===== src/rtl/core/upe_pkg.sv =====
// upe_pkg.sv: shared types, constants and helpers of the percent encoder.
// No dependencies.
package upe_pkg;

    localparam int LEN_WIDTH = 16;
    localparam logic [32:0] LEN_MAX = 33'((64'd1 << LEN_WIDTH) - 64'd1);

    localparam int CAP_WIDTH  = 16;
    localparam int CFG_WIDTH  = 16;
    localparam int CFG_IDX_W  = 2;

    localparam int QDEPTH = 2;
    localparam int QPTR_W = (QDEPTH > 1) ? $clog2(QDEPTH) : 1;
    localparam int QCNT_W = $clog2(QDEPTH + 1);

    localparam logic [CFG_IDX_W-1:0] CFG_KEEP_URL = 2'd0;
    localparam logic [CFG_IDX_W-1:0] CFG_MEASURE  = 2'd1;
    localparam logic [CFG_IDX_W-1:0] CFG_CAPACITY = 2'd2;

    typedef enum logic [1:0] {
        ST_OK       = 2'd0,
        ST_INVALID  = 2'd1,
        ST_NO_SPACE = 2'd2,
        ST_TRUNC    = 2'd3
    } t_status;

    typedef enum logic [1:0] {
        EMIT_NONE = 2'd0,
        EMIT_LIT  = 2'd1,
        EMIT_ESC  = 2'd2
    } t_emit;

    // one queued job: optional character output, then optional closing item
    typedef struct packed {
        logic [7:0]  data;
        t_emit       emit;
        logic        tail;
        logic [15:0] req;
        t_status     status;
    } t_job;

    function automatic logic [7:0] hex_digit(input logic [3:0] v);
        return (v < 4'd10) ? (8'h30 + 8'(v)) : (8'h37 + 8'(v));
    endfunction

endpackage


===== src/rtl/core/utf8_percent_encoder.sv =====
// UTF-8 percent encoder. Bytes of a string enter one per transaction on the
// input channel; results leave one per transaction on the output channel. A
// kept ASCII character yields one result, every other byte yields '%' and two
// uppercase hex digits, and the byte flagged last adds a closing result (char
// 0, last set; in measure mode it carries the required length including the
// terminator, saturating at 65535). An invalid lead byte, lack of space or a
// truncated sequence yields a single closing result with the status code and
// the rest of that string is dropped. Rate: the front accepts one byte per
// cycle while its two-entry job queue has room; the back emits one result per
// cycle while the output is not stalled. The back's single output register
// sets the sustained rate. Configuration is written through a plain write
// port; the user must write it only while the block is idle, which the block
// itself does not enforce. Synchronous active-low reset.
// Depends on upe_pkg, upe_front, upe_queue, upe_back.
module utf8_percent_encoder (
    input  logic                           i_clk,
    input  logic                           i_rst_n,
    input  logic                           i_cfg_we,
    input  logic [upe_pkg::CFG_IDX_W-1:0]  i_cfg_index,
    input  logic [upe_pkg::CFG_WIDTH-1:0]  i_cfg_data,
    input  logic                           i_in_valid,
    output logic                           o_in_ready,
    input  logic [7:0]                     i_in_byte,
    input  logic                           i_is_last,
    output logic                           o_out_valid,
    input  logic                           i_out_ready,
    output logic [7:0]                     o_out_char,
    output logic [15:0]                    o_required_length,
    output logic [1:0]                     o_status,
    output logic                           o_last
);

    // front -> queue -> back
    logic          q_full;
    logic          q_valid;
    logic          push;
    logic          pop;
    logic          accept;
    upe_pkg::t_job job_in;
    upe_pkg::t_job job_out;

    // a transaction is taken whenever the queue has a free slot
    assign o_in_ready = !q_full;
    assign accept     = i_in_valid && o_in_ready;

    upe_front u_front (
        .i_clk       (i_clk),
        .i_rst_n     (i_rst_n),
        .i_cfg_we    (i_cfg_we),
        .i_cfg_index (i_cfg_index),
        .i_cfg_data  (i_cfg_data),
        .i_accept    (accept),
        .i_in_byte   (i_in_byte),
        .i_is_last   (i_is_last),
        .o_push      (push),
        .o_job       (job_in)
    );

    upe_queue u_queue (
        .i_clk   (i_clk),
        .i_rst_n (i_rst_n),
        .i_push  (push),
        .i_job   (job_in),
        .i_pop   (pop),
        .o_full  (q_full),
        .o_valid (q_valid),
        .o_job   (job_out)
    );

    upe_back u_back (
        .i_clk             (i_clk),
        .i_rst_n           (i_rst_n),
        .i_job_valid       (q_valid),
        .i_job             (job_out),
        .o_pop             (pop),
        .i_out_ready       (i_out_ready),
        .o_out_valid       (o_out_valid),
        .o_out_char        (o_out_char),
        .o_required_length (o_required_length),
        .o_status          (o_status),
        .o_last            (o_last)
    );

endmodule


===== src/rtl/core/upe_front.sv =====
// upe_front.sv: accepts input bytes, classifies UTF-8 leads, tracks capacity
// and length, and issues jobs. Depends on upe_pkg.
module upe_front (
    input  logic                           i_clk,
    input  logic                           i_rst_n,
    input  logic                           i_cfg_we,
    input  logic [upe_pkg::CFG_IDX_W-1:0]  i_cfg_index,
    input  logic [upe_pkg::CFG_WIDTH-1:0]  i_cfg_data,
    input  logic                           i_accept,
    input  logic [7:0]                     i_in_byte,
    input  logic                           i_is_last,
    output logic                           o_push,
    output upe_pkg::t_job                  o_job
);

    logic                            r_keep_url, n_keep_url;
    logic                            r_measure, n_measure;
    logic [upe_pkg::CAP_WIDTH-1:0]   r_cap, n_cap;
    logic [1:0]                      r_pend, n_pend;
    logic [upe_pkg::CAP_WIDTH-1:0]   r_rem, n_rem;
    logic [upe_pkg::LEN_WIDTH-1:0]   r_cnt, n_cnt;
    logic                            r_err, n_err;
    logic                            r_started, n_started;

    function automatic logic is_kept(input logic [7:0] b, input logic url);
        logic k;
        k = (b >= 8'h61 && b <= 8'h7a) || (b >= 8'h41 && b <= 8'h5a) ||
            (b >= 8'h30 && b <= 8'h39) ||
            b == 8'h2d || b == 8'h2e || b == 8'h5f || b == 8'h7e;
        if (url && (b == 8'h3a || b == 8'h3d || b == 8'h5b || b == 8'h5d ||
                    b == 8'h3f || b == 8'h26 || b == 8'h25))
            k = 1'b1;
        return k;
    endfunction

    logic [2:0]  lead_n;
    logic        keep;
    logic [3:0]  hex;
    logic        fail;
    upe_pkg::t_status code;
    upe_pkg::t_emit   emit;
    logic        end_str;
    logic [32:0] sum;
    logic [32:0] tot;
    logic [upe_pkg::LEN_WIDTH-1:0] cnt_new;
    logic [15:0] req;

    always_comb begin
        // lead byte classification: 0 means invalid
        priority if (i_in_byte[7] == 1'b0)          lead_n = 3'd1;
        else if (i_in_byte[7:5] == 3'b110)          lead_n = 3'd2;
        else if (i_in_byte[7:4] == 4'b1110)         lead_n = 3'd3;
        else if (i_in_byte[7:3] == 5'b11110)        lead_n = 3'd4;
        else                                        lead_n = 3'd0;

        keep = (lead_n == 3'd1) && is_kept(i_in_byte, r_keep_url);
        unique case (lead_n)
            3'd1:    hex = keep ? 4'd1 : 4'd3;
            3'd2:    hex = 4'd6;
            3'd3:    hex = 4'd9;
            3'd4:    hex = 4'd12;
            default: hex = 4'd0;
        endcase

        // saturating length accumulation
        sum = 33'(r_cnt) + 33'(hex);
        cnt_new = (sum > upe_pkg::LEN_MAX) ? upe_pkg::LEN_WIDTH'(upe_pkg::LEN_MAX)
                                           : upe_pkg::LEN_WIDTH'(sum);

        n_keep_url = r_keep_url;
        n_measure  = r_measure;
        n_cap      = r_cap;
        n_pend     = r_pend;
        n_rem      = r_rem;
        n_cnt      = r_cnt;
        n_err      = r_err;
        n_started  = r_started;

        fail    = 1'b0;
        code    = upe_pkg::ST_OK;
        emit    = upe_pkg::EMIT_NONE;
        end_str = 1'b0;
        o_push  = 1'b0;

        if (i_accept && !r_err) begin
            n_started = 1'b1;
            if (r_pend == 2'd0) begin
                if (lead_n == 3'd0) begin
                    fail = 1'b1;
                    code = upe_pkg::ST_INVALID;
                end else if (!r_measure && {12'd0, hex} >= r_rem) begin
                    fail = 1'b1;
                    code = upe_pkg::ST_NO_SPACE;
                end else if (lead_n != 3'd1 && i_is_last) begin
                    fail = 1'b1;
                    code = upe_pkg::ST_TRUNC;
                end else begin
                    if (r_measure) begin
                        n_cnt = cnt_new;
                    end else begin
                        n_rem = r_rem - upe_pkg::CAP_WIDTH'(hex);
                        emit  = keep ? upe_pkg::EMIT_LIT : upe_pkg::EMIT_ESC;
                    end
                    n_pend = 2'(lead_n - 3'd1);
                end
            end else begin
                n_pend = r_pend - 2'd1;
                if (n_pend != 2'd0 && i_is_last) begin
                    fail = 1'b1;
                    code = upe_pkg::ST_TRUNC;
                end else if (!r_measure) begin
                    emit = upe_pkg::EMIT_ESC;
                end
            end
        end

        // closing length: count after this byte, plus terminator
        tot = 33'(n_cnt) + 33'd1;
        if (tot > upe_pkg::LEN_MAX)
            tot = upe_pkg::LEN_MAX;
        req = (tot > 33'h0ffff) ? 16'hffff : 16'(tot);

        o_job.data   = i_in_byte;
        o_job.emit   = emit;
        o_job.tail   = 1'b0;
        o_job.req    = 16'd0;
        o_job.status = upe_pkg::ST_OK;

        if (i_accept) begin
            if (r_err) begin
                end_str = i_is_last;
            end else if (fail) begin
                o_job.emit   = upe_pkg::EMIT_NONE;
                o_job.tail   = 1'b1;
                o_job.status = code;
                o_push       = 1'b1;
                n_err        = 1'b1;
                end_str      = i_is_last;
            end else begin
                o_job.tail = i_is_last;
                o_job.req  = (i_is_last && r_measure) ? req : 16'd0;
                o_push     = i_is_last || (emit != upe_pkg::EMIT_NONE);
                end_str    = i_is_last;
            end
        end

        if (end_str) begin
            n_pend    = 2'd0;
            n_rem     = r_cap;
            n_cnt     = '0;
            n_err     = 1'b0;
            n_started = 1'b0;
        end

        if (i_cfg_we) begin
            unique case (i_cfg_index)
                upe_pkg::CFG_KEEP_URL: n_keep_url = i_cfg_data[0];
                upe_pkg::CFG_MEASURE:  n_measure  = i_cfg_data[0];
                upe_pkg::CFG_CAPACITY: begin
                    n_cap = i_cfg_data[upe_pkg::CAP_WIDTH-1:0];
                    if (!r_started)
                        n_rem = i_cfg_data[upe_pkg::CAP_WIDTH-1:0];
                end
                default: ;
            endcase
        end
    end

    always_ff @(posedge i_clk) begin
        if (!i_rst_n) begin
            r_keep_url <= 1'b0;
            r_measure  <= 1'b0;
            r_cap      <= '1;
            r_pend     <= 2'd0;
            r_rem      <= '1;
            r_cnt      <= '0;
            r_err      <= 1'b0;
            r_started  <= 1'b0;
        end else begin
            r_keep_url <= n_keep_url;
            r_measure  <= n_measure;
            r_cap      <= n_cap;
            r_pend     <= n_pend;
            r_rem      <= n_rem;
            r_cnt      <= n_cnt;
            r_err      <= n_err;
            r_started  <= n_started;
        end
    end

endmodule


===== src/rtl/core/upe_queue.sv =====
// upe_queue.sv: short job queue between front and back.
// Depends on upe_pkg.
module upe_queue (
    input  logic          i_clk,
    input  logic          i_rst_n,
    input  logic          i_push,
    input  upe_pkg::t_job i_job,
    input  logic          i_pop,
    output logic          o_full,
    output logic          o_valid,
    output upe_pkg::t_job o_job
);

    upe_pkg::t_job                 r_mem [upe_pkg::QDEPTH];
    logic [upe_pkg::QPTR_W-1:0]    r_wr, n_wr;
    logic [upe_pkg::QPTR_W-1:0]    r_rd, n_rd;
    logic [upe_pkg::QCNT_W-1:0]    r_cnt, n_cnt;

    function automatic logic [upe_pkg::QPTR_W-1:0] bump(input logic [upe_pkg::QPTR_W-1:0] p);
        return (32'(p) == upe_pkg::QDEPTH - 1) ? '0 : p + 1'b1;
    endfunction

    assign o_full  = (32'(r_cnt) == upe_pkg::QDEPTH);
    assign o_valid = (r_cnt != '0);
    assign o_job   = r_mem[r_rd];

    always_comb begin
        n_wr  = r_wr;
        n_rd  = r_rd;
        n_cnt = r_cnt;
        if (i_push) begin
            n_wr = bump(r_wr);
        end
        if (i_pop) begin
            n_rd = bump(r_rd);
        end
        if (i_push && !i_pop) begin
            n_cnt = r_cnt + 1'b1;
        end else if (!i_push && i_pop) begin
            n_cnt = r_cnt - 1'b1;
        end
    end

    always_ff @(posedge i_clk) begin
        if (!i_rst_n) begin
            r_wr  <= '0;
            r_rd  <= '0;
            r_cnt <= '0;
        end else begin
            r_wr  <= n_wr;
            r_rd  <= n_rd;
            r_cnt <= n_cnt;
        end
    end

    always_ff @(posedge i_clk) begin
        if (i_push) begin
            r_mem[r_wr] <= i_job;
        end
    end

endmodule


===== src/rtl/core/upe_back.sv =====
// upe_back.sv: expands queued jobs into result items, one per cycle while
// the output is not stalled, into the output register. Depends on upe_pkg.
module upe_back (
    input  logic          i_clk,
    input  logic          i_rst_n,
    input  logic          i_job_valid,
    input  upe_pkg::t_job i_job,
    output logic          o_pop,
    input  logic          i_out_ready,
    output logic          o_out_valid,
    output logic [7:0]    o_out_char,
    output logic [15:0]   o_required_length,
    output logic [1:0]    o_status,
    output logic          o_last
);

    logic [1:0]       r_step, n_step;
    logic             r_valid, n_valid;
    logic [7:0]       r_char, n_char;
    logic [15:0]      r_req, n_req;
    upe_pkg::t_status r_status, n_status;
    logic             r_last, n_last;

    logic       load;
    logic [2:0] nch;
    logic [2:0] total;
    logic       final_item;

    always_comb begin
        unique case (i_job.emit)
            upe_pkg::EMIT_LIT: nch = 3'd1;
            upe_pkg::EMIT_ESC: nch = 3'd3;
            default:           nch = 3'd0;
        endcase
        total      = nch + {2'd0, i_job.tail};
        final_item = ({1'b0, r_step} == total - 3'd1);
        load       = i_job_valid && (!r_valid || i_out_ready);
        o_pop      = load && final_item;

        n_step   = r_step;
        n_valid  = r_valid;
        n_char   = r_char;
        n_req    = r_req;
        n_status = r_status;
        n_last   = r_last;

        if (load) begin
            n_valid = 1'b1;
            n_step  = final_item ? 2'd0 : r_step + 2'd1;
            if ({1'b0, r_step} < nch) begin
                n_req    = 16'd0;
                n_status = upe_pkg::ST_OK;
                n_last   = 1'b0;
                if (i_job.emit == upe_pkg::EMIT_LIT) begin
                    n_char = i_job.data;
                end else begin
                    unique case (r_step)
                        2'd0:    n_char = 8'h25;
                        2'd1:    n_char = upe_pkg::hex_digit(i_job.data[7:4]);
                        default: n_char = upe_pkg::hex_digit(i_job.data[3:0]);
                    endcase
                end
            end else begin
                n_char   = 8'd0;
                n_req    = i_job.req;
                n_status = i_job.status;
                n_last   = 1'b1;
            end
        end else if (i_out_ready) begin
            n_valid = 1'b0;
        end
    end

    always_ff @(posedge i_clk) begin
        if (!i_rst_n) begin
            r_step  <= 2'd0;
            r_valid <= 1'b0;
        end else begin
            r_step  <= n_step;
            r_valid <= n_valid;
        end
    end

    always_ff @(posedge i_clk) begin
        r_char   <= n_char;
        r_req    <= n_req;
        r_status <= n_status;
        r_last   <= n_last;
    end

    assign o_out_valid       = r_valid;
    assign o_out_char        = r_char;
    assign o_required_length = r_req;
    assign o_status          = r_status;
    assign o_last            = r_last;

endmodule


===== config.mk =====
export PLATFORM = sky130hd
export DESIGN_NAME = utf8_percent_encoder
export DESIGN_NICKNAME = d
export VERILOG_FILES = /design/src/rtl/core/upe_pkg.sv /design/src/rtl/core/utf8_percent_encoder.sv /design/src/rtl/core/upe_front.sv /design/src/rtl/core/upe_queue.sv /design/src/rtl/core/upe_back.sv
export SDC_FILE = /design/constraint.sdc
export NUM_CORES = 1
export LEC_CHECK = 0
export ABC_AREA = 1
export BUFFER_PORTS_ARGS = -buffer_cell sky130_fd_sc_hd__buf_2
export CORE_AREA = 2 2 135 150
export DETAILED_ROUTE_END_ITERATION = 6
export DIE_AREA = 0 0 137 152
export GPL_TIMING_DRIVEN = 1
export SYNTH_ARGS = -nofsm -noshare
export SYNTH_HDL_FRONTEND = slang
export SYNTH_SLANG_ARGS = --single-unit

===== constraint.sdc =====
create_clock -name i_clk -period 5.85 [get_ports i_clk]
set_clock_uncertainty 0.1 [all_clocks]
set_input_delay 0.585 -clock i_clk [delete_from_list [all_inputs] [get_ports i_clk]]
set_output_delay 0.585 -clock i_clk [all_outputs]
set_load 0.1 [all_outputs]

Word-level counts from Yosys, hierarchy flattened
Memory sizes are Yosys's and may differ from the RTL's. A register that Yosys moved wholly into a read port is not among the register bits.
Cells that the tools add are included.

cells by class
  add/sub/neg operators = 16
  magnitude comparators = 13
  equal/unequal tests = 29
  muxes and demuxes = 81
  bitwise logic cells = 1
  reductions and logical operators = 49

operator list
  operator               count
  $mux 16                20
  $gt 33x16->1 const B   3
  $eq 8x6->1 const B     7
  $mux 2                 25
  $mux 21                2
  $mux 33                1
  $eq 8x7->1 const B     4
  $add 6x4->7 const A    4
  $mux 8                 3
  $mux 1                 23
  $add 16x1->17 const B  1
  $add 16x4->17          1
  $ge 4x16->1            1
  $ge 8x7->1 const B     2
  $le 8x7->1 const B     2
  $pmux 4 s4             1
  $pmux 8 s2             1
  $sub 16x4->16          1
  $logic_and 1x1->1      15
  $logic_or 1x1->1       14
  $mux 3                 4
  $reduce_bool 2->1      5
  $ge 8x6->1 const B     1
  $le 8x6->1 const B     1
  25 further kinds       47

storage, ports and cells
  register bits after elaboration = 88
  RAM bits = 58
  bits of input ports = 32
  logic and storage cells = 207
  memories = 1

memory list
  memory         depth  width  read ports  clocked after memory_dff  wr ports  line             source
  u_queue.r_mem  2      29     1           1                         1         upe_queue.sv:14  upe_pkg::t_job r_mem [upe_pkg::QDEPTH];

Logic depth before layout (Yosys ltp)
  word-level depth = 30
  depth in mapped cells = 35
  mapped depth without buffers = 34

Cells and area by module
Synthesis repeated with hierarchy kept, for this count alone.

second synthesis, totals
  cells, all modules = 1080
  area, all modules = 8623.3 um^2

by module, submodules not included
  module                instances  cells each  area an instance (um^2)
  upe_front             1          770         4585.6
  upe_queue             1          125         2361.0
  upe_back              1          182         1662.8
  utf8_percent_encoder  1          3           13.8

Worst setup path after synthesis
OpenSTA, ideal clock, no wires.

  path kind = input to register
  from = input i_in_byte[3]
  to = memory u_queue.r_mem[1][0] (netlist bit), enable pin
  setup time = 416 ps
  arrival time = 4295 ps
  required time = 5334 ps
  slack = 1039 ps
  cell stages on the path = 23
  cell sequence = inv_1 -> nand2_2 -> o41ai_1 -> nand2_1 -> a221oi_1 -> o21ai_0 -> nand2_1 -> nand2_1 -> o21a_1 -> fa_1 -> inv_1 -> nor2_1 -> nor2_1 -> nor2_1 -> nor2_4 -> nor2_2 -> nand2_1 -> nand2_1 -> inv_1 -> nand2_1 -> nand2_1 -> o21ai_0 -> nor2_1

on the way
  word-level cells in the longest chain between the ends = 25

RTL lines
  element                                                   line                              source
  start: declaration                                        utf8_percent_encoder.sv:23        input logic [7:0] i_in_byte,
  $ge 8x7->1, or another cell as far along                  upe_front.sv:27                   k = (b >= 8'h61 && b <= 8'h7a) || (b >= 8'h41 && b <= 8'h5a) ||
  $logic_and 1x1->1 or $logic_or 1x1->1 (tied branches)     upe_front.sv:27, upe_front.sv:30
  $logic_or 1x1->1, on equally long branches (2 in series)  upe_front.sv:27, upe_front.sv:30
  $logic_or 1x1->1, on equally long branches                upe_front.sv:28, upe_front.sv:30
  $logic_or 1x1->1, on equally long branches (2 in series)  upe_front.sv:29, upe_front.sv:31
  $logic_or 1x1->1 or $logic_and 1x1->1 (tied branches)     upe_front.sv:29, upe_front.sv:30
  $mux 1                                                    upe_front.sv:30                   if (url && (b == 8'h3a || b == 8'h3d || b == 8'h5b || b == 8'h5d ||
  $logic_and 1x1->1                                         upe_front.sv:56                   keep = (lead_n == 3'd1) && is_kept(i_in_byte, r_keep_url);
  (+7 left out)                                             --
  $mux 2                                                    upe_front.sv:85                   if (i_accept && !r_err) begin
  $reduce_bool 2->1                                         upe_front.sv:142                  o_push = i_is_last || (emit != upe_pkg::EMIT_NONE);
  $logic_or 1x1->1                                          upe_front.sv:142
  $mux 1 *                                                  upe_front.sv:132                  end else if (fail) begin
  $mux 1 *                                                  upe_front.sv:130                  if (r_err) begin
  $mux 1 *                                                  upe_front.sv:129                  if (i_accept) begin
  $mux 1 *                                                  upe_queue.sv:57                   if (i_push) begin
  $mux 1 (implied by the code) *                            upe_queue.sv:58                   r_mem[r_wr] <= i_job;
  end: declaration                                          upe_queue.sv:14

Every way passes the cells marked *; elsewhere a longest branch is shown, timed or not.

==> metrics.md <==
| Metric | Value |
|---|---|
| Critical path origin | u_front.r_keep_url$_SDFFE_PN0P_ |
| Number of I/O port buffers | 60 |
| Worst skew pair latency | about 0.43 ns |
| Pre-antenna DRT Iters | 5 |
| Synth Flop Type | edfxtp_1 |
| Post-synthesis sequential area ratio | 44.55% |
| Hpwl dp | 13750 um |
| Synth Net Count | 1129 |
| Hold Vio Cnt, Final | 0 |
| Status | completed |
| RR Endpoint | u_queue.r_mem[0][9]$_DFFE_PP_ |
| Post-synthesis compound-gate area fraction | a little under a tenth |
| Adder-cell share of the synthesized area | 4.232% |
| Max-slew headroom | 36.42% |
| Post-synthesis mux area share | 0.7053% |
| Total vias in the final route | 6972 |
| Post-synth cell types | 53 |
| VDD IR max | 365.3 uV |
| Via-per-instance ratio | 4.998 |
| Drt total wl | between 15000 and 20000 um |
| Initial antenna violation count | 0 |
| Synth Area in XOR/XNOR | around 1.5% |
| Maxcap violations | 0 |
| Crit path to | u_queue.r_mem[0][9]$_DFFE_PP_ |
| F_max | 0.2048 GHz |
| Setup crit start kind | flop |
| Synth warn | 0 |
| CP required | 6.04 ns |
| Final Wtd Congestion | 0.9075 |
| Synth top area share | between 20% and 30% |
| Most frequent cells in the layout | nand2_1 (287), inv_1 (140), nor2_1 (100) |
| Root Buffer | clkbuf_16 |
| Syn Std Cell Area | 8516 um^2 |
| Final #Nets | between 1000 and 1500 |
| Area grow syn2layout | 13.21% |
| Power density cells | 471.0 nW/um^2 |
| CTS tree | done |
| Drt first-iter violations | approximately 420 |
| Largest net degree at the start of global routing | 32 |
| Crit Path Class | flop to flop |
| Arr. time, crit path | 5.07 ns |
| Num CTS Buffers | 17 |
| Mapped Cells | 1070 |
| Most common cell after layout, fill and taps aside | nand2_1 |
| Grt ovf | 0 |
| Crit-path slowest cell | fa_1 |
| Async S/R FF share, synth | 0% |
| Clock Pin Slew Worst Setup and Hold Paths | roughly 0.070 ns |
| # resized after CTS | 0 |
| Antenna Cells | 0 |
| Worst reg2reg path depth | 29 |
| Post-layout min period | 4.883 ns |
| Top cells by area in the synthesized netlist | edfxtp_1 (30%), dfxtp_1 (15%), nand2_1 (13%) |
| Die H | 152 um |
| Crit Path Max Fanout | 13 |
| Post-CTS Hold Buffers | 0 |
| EDFF count, synth | 85 |
| Ports | 61 |
| Worst hold slack | about 0.32 ns |
| Final setup viols | 0 |
| Type of the most critical hold path | input port to flop |
| Largest stage delay on the critical path | 0.48 ns |
| H-tree depth | 4 |
| Simple-gate share of the synthesized area | 31.43% |
| Yosys reg bits | around 150 |
| Post-CTS setup buffers | 0 |
| Combinational family with the most area after synthesis | simple AND/OR/NAND/NOR gates |
| Placed cell count | 1363 |
| Setup TNS Final | 0 ns |
| DRC Markers | 0 |
| Starting Density | 43.76% |
| Hold Path Origin | i_cfg_data[5] |
| Die Width | roughly 140 um |
| Remaining antenna violation count | 0 |
| Wire per inst | about 13 um |
| Unrepaired setup endpoints after global routing | no |
| Slew Viols, Final | 0 |
| Leading area contributor after synthesis | edfxtp_1 |
| Worst slew pin tran | 0.9516 ns |
| Pre-CTS WS | approximately 0.59 ns |
| Static leakage | approximately 4.3 nW |
| Clk sinks | approximately 150 |
| Placeable core area | 19460 um^2 |
| Synthesized area per cell | 7.959 um^2 |
| Fin crit share | 83.47% |
| Tot Pwr | between 4 and 5 mW |
| Deepest clock path buffer count | 2 |
| Vias in the first global route | slightly below 7000 |
| First-pass GRT wire length | 31730 um |
| Setup crit end kind | flop |
| Row count | 54 |
| RR Startpoint | u_front.r_keep_url$_SDFFE_PN0P_ |
| Non-Filler Instances | approximately 1400 |
| Gr usage total | 19.09% |
| Share of layout cells above drive strength 1 | 15.40% |
| R2R Setup Slk | 0.97 ns |
| Fin worst setup slack | 0.9671 ns |
| Die area | 20820 um^2 |
[metrics by stage]
step,cell area (um^2),utilization [%]
3_3_place_gp,9069,46.60
5_1_grt,9641,49.54
2_1_floorplan,8516,-
4_1_cts,9641,49.54
6_report,9641,49.54
3_5_place_dp,9069,46.60
[metal layers]
layer / track usage [%] / share of wire, % / vias to the layer above / wire (um)
met4: 7.364 / 1.9 / 0 / 361
met2: 32.53 / 49 / 130 / 9236
met3: 3.904 / 3.7 / 29 / 692
met1: 23.49 / 45 / 3157 / 8432
met5: 0 / 0 / - / 0
li1: - / - / 3656 / -
[worst max-delay path, delay by kind of cell (launching register included)]
kind / cells / cell delay, ns
buf+inv: 2 / 0.20
flops: 1 / 0.39
simple gates: 20 / 2.32
compound gates: 5 / 1.02
fa+ha+maj: 2 / 0.72
[kinds of logic (layout without fill, tap and decap cells)]
logic type | Yosys count | in the layout
AOI/OAI and AO/OA | 136 | 136
xor gates and xnor gates | 14 | 14
adders and majority gates | 27 | 27
buffers and inverters | 174 | 247
DFF | 147 | 147
muxes | 6 | 6
and+or+nand+nor | 566 | 566
[area by class of cell]
type                       instances  area [um^2]
fill                            1819         9818
multi-input combinational        749         4056
sequential                       147         3794
inverter                         150        565.5
clock buffer                      17        425.4
timing repair buffer              65        337.8
tap                              252        315.3
clock inverter                    15        146.4
[worst min path at each step]
stage	end	slack [ns]	cells after the start
4_1_cts	u_front.r_cap[0]$_SDFFE_PN1P_	0.31	3
5_1_grt	u_queue.r_mem[0][22]$_DFFE_PP_	0.31	1
3_3_place_gp	u_front.r_cap[8]$_SDFFE_PN1P_	0.33	2
2_1_floorplan	u_front.r_cap[12]$_SDFFE_PN1P_	0.32	2
6_report	u_front.r_cap[5]$_SDFFE_PN1P_	0.32	5
3_5_place_dp	u_front.r_cap[13]$_SDFFE_PN1P_	0.34	2
[synth_stat cells, types with 7 or more instances]
| cell | count |
|---|---|
| nand2_1 | 287 |
| dfxtp_1 | 62 |
| ha_1 | 24 |
| clkbuf_1 | 18 |
| inv_2 | 9 |
| inv_1 | 140 |
| o21ai_0 | 48 |
| nor3_1 | 13 |
| nor2_4 | 8 |
| edfxtp_1 | 85 |
| o211ai_1 | 10 |
| nand3_2 | 7 |
| a21oi_1 | 41 |
| nand2_2 | 10 |
| or2_2 | 7 |
| nor2_1 | 102 |
| nand4_1 | 23 |
| xor2_1 | 9 |
| nor2_2 | 11 |
| nand3_1 | 70 |
[report_power, final]
part	leakage, nW	internal [mW]	switching (mW)	total, mW
sequential	1.32	1.39	0.0755	1.47
combinational	2.70	0.423	1.59	2.01
clock	0.270	0.596	0.468	1.06
[registers in the layout, summed over array words and instances (netlist names), named ones only]
| name | count |
|---|---|
| u_queue.r_mem | 58 |
| u_back.o_required_length | 16 |
| u_front.r_cap | 16 |
| u_front.r_cnt | 16 |
| u_front.r_rem | 16 |
| u_back.o_out_char | 8 |
| u_back.o_status | 2 |
| u_back.r_step | 2 |
| u_front.r_pend | 2 |
| u_queue.r_cnt | 2 |
| u_back.o_last | 1 |
| u_back.o_out_valid | 1 |
| u_front.r_err | 1 |
| u_front.r_keep_url | 1 |
| u_front.r_measure | 1 |
| u_front.r_started | 1 |
| u_queue.r_rd | 1 |
| u_queue.r_wr | 1 |
No activity file was read; power rests on OpenSTA's default activity.
